==> src/hdl/vbbs_pkg.sv <==
`default_nettype none

package vbbs_pkg;

  localparam int MaxDim  = 256;
  localparam int PosW    = $clog2(MaxDim);
  localparam int DimW    = $clog2(MaxDim + 1);
  localparam int SizeW   = 9;
  localparam int CfgIdxW = 2;
  localparam int VoxW    = 8;
  localparam int SizeRst = 8;

  localparam logic [VoxW-1:0] StateMask = VoxW'(3);

  typedef enum logic [CfgIdxW-1:0] {
    CfgSizeX = 2'd0,
    CfgSizeY = 2'd1,
    CfgSizeZ = 2'd2
  } cfg_idx_e;

  typedef struct packed {
    logic [DimW-1:0] x;
    logic [DimW-1:0] y;
    logic [DimW-1:0] z;
  } dims_t;

  typedef struct packed {
    logic [PosW-1:0] x;
    logic [PosW-1:0] y;
    logic [PosW-1:0] z;
  } pos_t;

  typedef struct packed {
    logic [PosW-1:0] min_x;
    logic [PosW-1:0] max_x;
    logic [PosW-1:0] min_y;
    logic [PosW-1:0] max_y;
    logic [PosW-1:0] min_z;
    logic [PosW-1:0] max_z;
  } box_t;

  // One voxel moving from the input register into the result register.
  typedef struct packed {
    logic step;
    logic filled;
    logic last;
  } scan_ctrl_t;

  // Clamp a written size into 1..MaxDim.
  function automatic logic [DimW-1:0] eff_size(logic [SizeW-1:0] s);
    logic [DimW-1:0] r;
    if (s == '0) begin
      r = DimW'(1);
    end else if (int'(s) > MaxDim) begin
      r = DimW'(MaxDim);
    end else begin
      r = DimW'(s);
    end
    return r;
  endfunction

endpackage

`default_nettype wire

==> src/hdl/voxel_bounding_box_scan.sv <==
// A voxel word passes the input register and then the result register to reach the output ports.
// Throughput: one voxel word per cycle while out_stall_i is low; set by the counter and
//   min/max update between the input register and the result register.
// Reset (rst_ni low, async): pipeline empty, sizes 8x8x8, position 0, box cleared.
// After the word marked last the scan state clears and a new volume begins.
`default_nettype none

module voxel_bounding_box_scan import vbbs_pkg::*; (
  input  logic                clk_i,
  input  logic                rst_ni,
  // configuration
  input  logic                cfg_we_i,
  input  logic [CfgIdxW-1:0]  cfg_idx_i,
  input  logic [SizeW-1:0]    cfg_data_i,
  // voxel input
  input  logic                in_valid_i,
  output logic                in_stall_o,
  input  logic [VoxW-1:0]     voxel_byte_i,
  // result output
  output logic                out_valid_o,
  input  logic                out_stall_i,
  output logic [VoxW-1:0]     cleaned_voxel_o,
  output logic                last_o,
  output logic                volume_empty_o,
  output logic [PosW-1:0]     min_x_o,
  output logic [PosW-1:0]     max_x_o,
  output logic [PosW-1:0]     min_y_o,
  output logic [PosW-1:0]     max_y_o,
  output logic [PosW-1:0]     min_z_o,
  output logic [PosW-1:0]     max_z_o
);

  // Input register: holds one voxel word until the result register is free.
  logic            in_valid_q, in_valid_d;
  logic [VoxW-1:0] byte_q;

  // Result register.
  logic            out_valid_q, out_valid_d;
  logic [VoxW-1:0] voxel_q, voxel_d;
  logic            last_q, last_d;
  logic            empty_q, empty_d;
  box_t            box_q, box_d;

  logic       out_ready;
  logic       fire;
  logic       in_accept;
  dims_t      dims;
  pos_t       pos;
  logic       pos_last;
  box_t       box_nxt;
  logic       seen_nxt;
  scan_ctrl_t ctrl;

  // The result register frees up when empty or when its word is taken, so a
  // new word can enter while the previous result is still being delivered.
  assign out_ready  = !out_valid_q || !out_stall_i;
  assign fire       = in_valid_q && out_ready;
  assign in_stall_o = in_valid_q && !out_ready;
  assign in_accept  = in_valid_i && !in_stall_o;

  assign in_valid_d  = in_accept || (in_valid_q && !fire);
  assign out_valid_d = fire || (out_valid_q && out_stall_i);

  vbbs_cfg u_cfg (
    .clk_i      (clk_i),
    .rst_ni     (rst_ni),
    .cfg_we_i   (cfg_we_i),
    .cfg_idx_i  (cfg_idx_i),
    .cfg_data_i (cfg_data_i),
    .dims_o     (dims)
  );

  // Position counters advance once per voxel moved into the result register.
  vbbs_pos u_pos (
    .clk_i  (clk_i),
    .rst_ni (rst_ni),
    .step_i (fire),
    .dims_i (dims),
    .pos_o  (pos),
    .last_o (pos_last)
  );

  assign ctrl.step   = fire;
  assign ctrl.filled = (byte_q & StateMask) != '0;
  assign ctrl.last   = pos_last;

  vbbs_box u_box (
    .clk_i  (clk_i),
    .rst_ni (rst_ni),
    .ctrl_i (ctrl),
    .pos_i  (pos),
    .box_o  (box_nxt),
    .seen_o (seen_nxt)
  );

  // Result word: empty voxels lose their color; the box is only shown on last.
  assign voxel_d = ctrl.filled ? byte_q : '0;
  assign last_d  = pos_last;
  assign empty_d = pos_last && !seen_nxt;
  assign box_d   = (pos_last && seen_nxt) ? box_nxt : '0;

  always_ff @(posedge clk_i or negedge rst_ni) begin
    if (!rst_ni) begin
      in_valid_q  <= 1'b0;
      out_valid_q <= 1'b0;
    end else begin
      in_valid_q  <= in_valid_d;
      out_valid_q <= out_valid_d;
    end
  end

  always_ff @(posedge clk_i) begin
    if (in_accept) begin
      byte_q <= voxel_byte_i;
    end
    if (fire) begin
      voxel_q <= voxel_d;
      last_q  <= last_d;
      empty_q <= empty_d;
      box_q   <= box_d;
    end
  end

  assign out_valid_o     = out_valid_q;
  assign cleaned_voxel_o = voxel_q;
  assign last_o          = last_q;
  assign volume_empty_o  = empty_q;
  assign min_x_o         = box_q.min_x;
  assign max_x_o         = box_q.max_x;
  assign min_y_o         = box_q.min_y;
  assign max_y_o         = box_q.max_y;
  assign min_z_o         = box_q.min_z;
  assign max_z_o         = box_q.max_z;

endmodule

`default_nettype wire

==> src/hdl/vbbs_cfg.sv <==
`default_nettype none

module vbbs_cfg import vbbs_pkg::*; (
  input  logic                clk_i,
  input  logic                rst_ni,
  input  logic                cfg_we_i,
  input  logic [CfgIdxW-1:0]  cfg_idx_i,
  input  logic [SizeW-1:0]    cfg_data_i,
  output dims_t               dims_o
);

  dims_t dims_q, dims_d;

  // Sizes are stored already clamped.
  always_comb begin
    dims_d = dims_q;
    if (cfg_we_i) begin
      case (cfg_idx_e'(cfg_idx_i))
        CfgSizeX: dims_d.x = eff_size(cfg_data_i);
        CfgSizeY: dims_d.y = eff_size(cfg_data_i);
        CfgSizeZ: dims_d.z = eff_size(cfg_data_i);
        default:  dims_d = dims_q;
      endcase
    end
  end

  always_ff @(posedge clk_i or negedge rst_ni) begin
    if (!rst_ni) begin
      dims_q.x <= DimW'(SizeRst);
      dims_q.y <= DimW'(SizeRst);
      dims_q.z <= DimW'(SizeRst);
    end else begin
      dims_q <= dims_d;
    end
  end

  assign dims_o = dims_q;

endmodule

`default_nettype wire

==> src/hdl/vbbs_pos.sv <==
`default_nettype none

module vbbs_pos import vbbs_pkg::*; (
  input  logic  clk_i,
  input  logic  rst_ni,
  input  logic  step_i,
  input  dims_t dims_i,
  output pos_t  pos_o,
  output logic  last_o
);

  pos_t pos_q, pos_d;
  logic end_x, end_y, end_z;

  // A counter at or past its size minus one wraps on its next step.
  assign end_x  = (DimW'(pos_q.x) + DimW'(1)) >= dims_i.x;
  assign end_y  = (DimW'(pos_q.y) + DimW'(1)) >= dims_i.y;
  assign end_z  = (DimW'(pos_q.z) + DimW'(1)) >= dims_i.z;
  assign last_o = end_x & end_y & end_z;

  always_comb begin
    pos_d = pos_q;
    if (step_i) begin
      if (last_o) begin
        pos_d = '0;
      end else if (!end_x) begin
        pos_d.x = pos_q.x + PosW'(1);
      end else begin
        pos_d.x = '0;
        if (!end_y) begin
          pos_d.y = pos_q.y + PosW'(1);
        end else begin
          pos_d.y = '0;
          pos_d.z = pos_q.z + PosW'(1);
        end
      end
    end
  end

  always_ff @(posedge clk_i or negedge rst_ni) begin
    if (!rst_ni) begin
      pos_q <= '0;
    end else begin
      pos_q <= pos_d;
    end
  end

  assign pos_o = pos_q;

endmodule

`default_nettype wire

==> src/hdl/vbbs_box.sv <==
`default_nettype none

module vbbs_box import vbbs_pkg::*; (
  input  logic       clk_i,
  input  logic       rst_ni,
  input  scan_ctrl_t ctrl_i,
  input  pos_t       pos_i,
  output box_t       box_o,
  output logic       seen_o
);

  box_t box_q, box_nxt, box_rst;
  logic seen_q, seen_nxt;

  always_comb begin
    box_rst       = '0;
    box_rst.min_x = '1;
    box_rst.min_y = '1;
    box_rst.min_z = '1;
  end

  // Box including the voxel now in flight.
  always_comb begin
    box_nxt  = box_q;
    seen_nxt = seen_q;
    if (ctrl_i.filled) begin
      seen_nxt = 1'b1;
      if (!seen_q) begin
        box_nxt = '{pos_i.x, pos_i.x, pos_i.y, pos_i.y, pos_i.z, pos_i.z};
      end else begin
        if (pos_i.x < box_q.min_x) box_nxt.min_x = pos_i.x;
        if (pos_i.x > box_q.max_x) box_nxt.max_x = pos_i.x;
        if (pos_i.y < box_q.min_y) box_nxt.min_y = pos_i.y;
        if (pos_i.y > box_q.max_y) box_nxt.max_y = pos_i.y;
        if (pos_i.z < box_q.min_z) box_nxt.min_z = pos_i.z;
        if (pos_i.z > box_q.max_z) box_nxt.max_z = pos_i.z;
      end
    end
  end

  always_ff @(posedge clk_i or negedge rst_ni) begin
    if (!rst_ni) begin
      box_q  <= box_rst;
      seen_q <= 1'b0;
    end else if (ctrl_i.step) begin
      if (ctrl_i.last) begin
        box_q  <= box_rst;
        seen_q <= 1'b0;
      end else begin
        box_q  <= box_nxt;
        seen_q <= seen_nxt;
      end
    end
  end

  assign box_o  = box_nxt;
  assign seen_o = seen_nxt;

endmodule

`default_nettype wire

==> config.mk <==
export PLATFORM = sky130hd
export DESIGN_NAME = voxel_bounding_box_scan
export DESIGN_NICKNAME = d
export VERILOG_FILES = /design/src/hdl/vbbs_pkg.sv /design/src/hdl/voxel_bounding_box_scan.sv /design/src/hdl/vbbs_cfg.sv /design/src/hdl/vbbs_pos.sv /design/src/hdl/vbbs_box.sv
export SDC_FILE = /design/constraint.sdc
export NUM_CORES = 1
export LEC_CHECK = 0
export BUFFER_PORTS_ARGS = -buffer_cell sky130_fd_sc_hd__buf_2
export CORE_MARGIN = 2
export CORE_UTILIZATION = 44
export DETAILED_ROUTE_END_ITERATION = 8
export MAX_ROUTING_LAYER = met4
export PLACE_DENSITY = 0.74
export SLEW_MARGIN = 30
export SYNTH_ARGS = -nofsm -noshare
export SYNTH_HDL_FRONTEND = slang
export SYNTH_HIERARCHICAL = 1
export SYNTH_SLANG_ARGS = --single-unit
==> constraint.sdc <==
create_clock -name clk_i -period 7.25 [get_ports clk_i]
set_clock_uncertainty 0.05 [all_clocks]
set_input_delay 0.725 -clock clk_i [delete_from_list [all_inputs] [get_ports clk_i]]
set_output_delay 0.725 -clock clk_i [all_outputs]
set_load 0.005 [all_outputs]
* After elaboration in Yosys (flattened, before gate mapping)
Index checks and enable logic that the tools add are counted.
** Storage, ports and cells
- Input bits :: 24
- Register bits after elaboration :: 168
- Logic and storage cells :: 89
- Output and inout port bits :: 60
** Operators by class
- Bitwise operators :: 2
- Add/sub/neg operators :: 6
- Reductions and logical operators :: 26
- Mux-type cells :: 18
- Magnitude comparators :: 10
- Equality and inequality tests :: 2
** Operator list (number)
- 48-bit 2-to-1 mux :: 3
- 8-bit 2-to-1 mux :: 9
- 8-bit by 1-bit adder with 9-bit output, second input constant :: 3
- 9-bit >= comparator :: 3
- 8-bit by 1-bit adder with 8-bit output, second input constant :: 3
- 8-bit greater-than comparator :: 3
- 8-bit < comparator :: 3
- 24-bit 2-to-1 mux :: 1
- 9-bit 2-to-1 mux :: 2
- 16-bit 2-to-1 mux :: 1
- 9-bit greater-than comparator, second input constant :: 1
- 9-bit zero test :: 1
- 2-bit AND reduction :: 4
- 8-bit nonzero test :: 1
- 1-bit logical AND :: 7
- 1-bit zero test :: 6
- 2-bit nonzero test :: 2
- 1-bit logical OR :: 3
- 3-bit AND reduction :: 1
- 1-bit AND :: 2
- 2-bit by 1-bit == test with 1-bit output, second input constant :: 1
- 2-bit == test, second input constant :: 1
- 2-bit zero test :: 1
- 1-bit 2-to-1 mux :: 2

* Logic depth before layout (Yosys ltp)
- Depth in word-level cells :: 7
- Depth in mapped cells :: 15
- Depth with buffers taken out :: 13

* By module
Netlist, hierarchy kept.
** Modules (own cells, without submodules)
- vbbs_box :: cells an instance 443, area each 3888.7 µm², times used 1
- voxel_bounding_box_scan :: cells an instance 143, area each 2497.4 µm², times used 1
- vbbs_pos :: cells an instance 235, area each 2021.9 µm², times used 1
- vbbs_cfg :: cells an instance 96, area each 1039.7 µm², times used 1

* Least setup slack after synthesis
OpenSTA, ideal clock, no wires.
- Path kind :: input to register
- Start :: input port out_stall_i
- End :: register u_box/box_q[1] (netlist bit)
- Path buffers :: 3
- Setup time :: 0.144 ns
- Required time :: 7.056 ns
- Setup slack :: 0.909 ns
- Stages on the path :: 5
- Arrival :: 6.147 ns
- Cell sequence :: a21boi_0 > clkbuf_1 > clkbuf_1 > clkbuf_1 > o221ai_1
** Between the ends
- Word-level cells in the longest chain between the ends :: 3
** Ends and longest elaborated chain
- start: declaration :: RTL line voxel_bounding_box_scan.sv:21 : input logic out_stall_i,
- 1-bit zero test :: RTL line voxel_bounding_box_scan.sv:56 : assign out_ready = !out_valid_q || !out_stall_i;
- 1-bit logical OR :: RTL line voxel_bounding_box_scan.sv:56
- 1-bit logical AND :: RTL line voxel_bounding_box_scan.sv:57 : assign fire = in_valid_q && out_ready;
- end signal: assignment :: RTL line vbbs_box.sv:43 : box_q <= box_rst;
- end signal: assignment :: RTL line vbbs_box.sv:47 : box_q <= box_rst;
- end signal: assignment :: RTL line vbbs_box.sv:50 : box_q <= box_nxt;
- end: declaration :: RTL line vbbs_box.sv:12 : box_t box_q, box_nxt, box_rst;
Every way passes these cells.
A chain may end at the register's enable or synchronous reset.

==> results.toml <==
[sta]
slew_viol_final = 0
maxSlewHeadroom = 0.451
finalSetupTns_ps = 0
min_period_over_period = 0.639
rsz0062_at_grt = "no"
tightest_slew_ps = 822
min_period_ps = 4630
fmaxAchievable_mhz = 216
whs_ps = 229
hold_viol = 0
setup_viol = 0

[global_routing]
antenna_found_initial = 0
grt_max_degree = 81
grt_pass1_wl_um = 32500
grt_overflow = 0
grt_pass1_vias = 6515
grt_usage = 0.184

[route]
via_per_inst = 5.43
wl_per_cell_um = 15.2
dr.pass1.iters = 5
drc_errors = 0
ant_nets = 0
totalWireLength_um = 19300
drt_iter0_markers = 473
via_count = 6887

[synthesis]
synth.top_cell.area_share = 0.210
synth_edf_count = 66
ys.flop_type = "dfrtp_1"
synth_nets = 1016
seq_area_frac_synth = 0.484
ys_types = 67
synth_area_um2 = 9450
synth_largest_area_cell = "edfxtp_1"
yosys_register_bits = 168
synth_area_leaders = "edfxtp_1 (21%), dfrtp_1 (20%), ha_1 (9.9%), dfstp_2 (7.5%), and3_1 (4.0%)"
synth.avg_cell_area_um2 = 10.3
yosysWarnings = 6
async_flop_share = 0.607
synthCells = 917
synth_common_cells = "inv_1 (87), nand2_1 (87), dfrtp_1 (75), ha_1 (75), o21ai_0 (73)"

[clock_tree]
cts_tree = "done"
insertion_delay_ps = 440
htreeDepth = 4
path_clk_slew_ps = 70
cts-buffers-inserted = 17
cts_sinks = 168
max-clock-path-buffers = 2
cts-root-buf = "clkbuf_16"
ctsResizeCount = 0
holdBufCountCts = 0
postCtsSetupBuffers = 0

[worst_setup_path]
cp_slowest_cell = "inv_1"
criticalPathCategory = "flop to flop"
crit_top_cell = "ha_1"
crit_chain = "ha_1, and3_1, nand3_1, xnor2_1, ha_1, nand2_1, or3_1, nand2_2, and3_2, buf_4, inv_1, a21boi_1, o22a_1"
cp_num_buf_inv = 2
crit_required_ps = 7570
critical_path.max_stage_delay_ps = 580
crit_path_end_kind = "flop"
crit_path_start_kind = "flop"
critPathMaxFanout = 80
path_delay_family = "simple AND/OR/NAND/NOR gates"
crit_arrival_ps = 4950

[floorplanning]
core_um2 = 21000
ios = 84
fp.dieH_um = 151
rows = 53
die_w_um = 151
start_util = 0.449
die-area_um2 = 22700

[run]
drv_cap = 0

[pwr]
seqPwrFrac = 0.420
p_total_mw = 3.18
power.internal_mw = 2.06
p_sw_mw = 1.11
clockPowerShare = 0.294
leakagePower_nw = 4.92
power_frac_comb = 0.285
ir_drop_mv = 0.146
power.density_nw_per_um2 = 297
switching_share = 0.351

[layout]
final_cells = 1269
drive_gt1_frac = 0.197
fin_nets = 1080
diodes = 0
syn_to_final_growth_pct = 13.3

[place]
place_inst = 1236
dp_hpwl_um = 13300
port_buffers = 83
gp_congestion = 0.852

[status]
status = "finished clean"

[min_path]
hp-class = "input port to asynchronous set/reset pin"
==> stage by stage <==
step	cell area [um2]	util	worst slack, ps
6_report	10700	0.509	2620
5_1_grt	10700	0.509	2290
4_1_cts	10700	0.507	2610
3_5_place_dp	10000	0.478	2650
3_3_place_gp	10000	0.478	2740
2_1_floorplan	9450	-	909
==> cells by family (layout without fill, tap and decap cells) <==
| kind of cell | Yosys count | in the layout | synth area share |
|---|---|---|---|
| xor gates and xnor gates | 17 | 17 | 0.0158 |
| adders and majority gates | 75 | 75 | 0.0993 |
| buffers and inverters | 133 | 210 | 0.0608 |
| muxes | 20 | 20 | 0.0241 |
| DFF | 168 | 168 | 0.484 |
| AOI/OAI and AO/OA | 209 | 209 | 0.154 |
| and+or+nand+nor | 295 | 295 | 0.162 |
==> layer usage <==
layer / vias up / global-route usage / wire (um)
li1: 3433 / - / -
met1: 3260 / 0.254 / 9360
met2: 178 / 0.279 / 8760
met3: 16 / 0.0352 / 910
met4: 0 / 0.0500 / 226
met5: - / - / 0
==> final cells by class <==
type                       instances  area (um2)
multi-input combinational        616        4340
clock buffer                      17         425
inverter                          87         327
clock inverter                    15         204
sequential                       168        4570
tap                              275         344
timing repair buffer              91         498
fill                            1875       10300
==> sequential cells by signal (all words and copies together), names as in the netlist, 8 cells and up <==
name,count
max_y_o,8
max_x_o,8
u_cfg/dims_o,27
u_pos/pos_o,24
min_y_o,8
min_x_o,8
cleaned_voxel_o,8
min_z_o,8
u_box/box_q,48
max_z_o,8
byte_q,8
==> placed cells by master, fill, tap and decap left out, types with 15 or more instances in the layout <==
master	Yosys	layout
a21oi_1	28	27
and3_1	61	60
buf_2	14	82
clkbuf_16	0	17
dfrtp_1	75	75
dfstp_2	27	27
edfxtp_1	66	66
ha_1	75	75
inv_1	87	87
mux2_2	18	18
nand2_1	87	87
nand2b_1	22	22
nand3_1	26	26
nand4_1	19	19
nor2_1	33	33
o21ai_0	73	73
o22a_1	15	15
==> worst reg2reg max path, stage by stage (launching register included) <==
cell and delay, ps:
dfrtp_1 540, ha_1 290, and3_1 250, nand3_1 140, xnor2_1 180, ha_1 320, nand2_1 70, or3_1 380
nand2_2 220, and3_2 210, buf_4 510, inv_1 590, a21boi_1 580, o22a_1 240
==> power by group through the flow <==
stage | sequential, mW | combinational (mW) | clock [mW]
2_1_floorplan | 1.30 | 0.695 | 0
3_3_place_gp | 1.34 | 0.867 | 0
3_5_place_dp | 1.35 | 0.894 | 0
4_1_cts | 1.33 | 0.903 | 0.952
5_1_grt | 1.36 | 1.04 | 1.00
6_report | 1.33 | 0.906 | 0.935
==> final timing paths <==
kind / slack (ps) / depth (start not counted) / startpoint / end
max: 2620 / 13 / u_pos/pos_o[9] / u_box/box_q[41]
min: 230 / 1 / rst_ni / u_box/box_q[22]
max reg2reg: 2620 / 13 / u_pos/pos_o[9] / u_box/box_q[41]
min reg2reg: 410 / 0 / byte_q[0] / cleaned_voxel_o[0]
max in group asynchronous: 5800 / 2 / rst_ni / u_pos/pos_o[16]
min in group clk_i: 400 / 1 / voxel_byte_i[5] / byte_q[5]
Power figures use the tool's default switching activity.
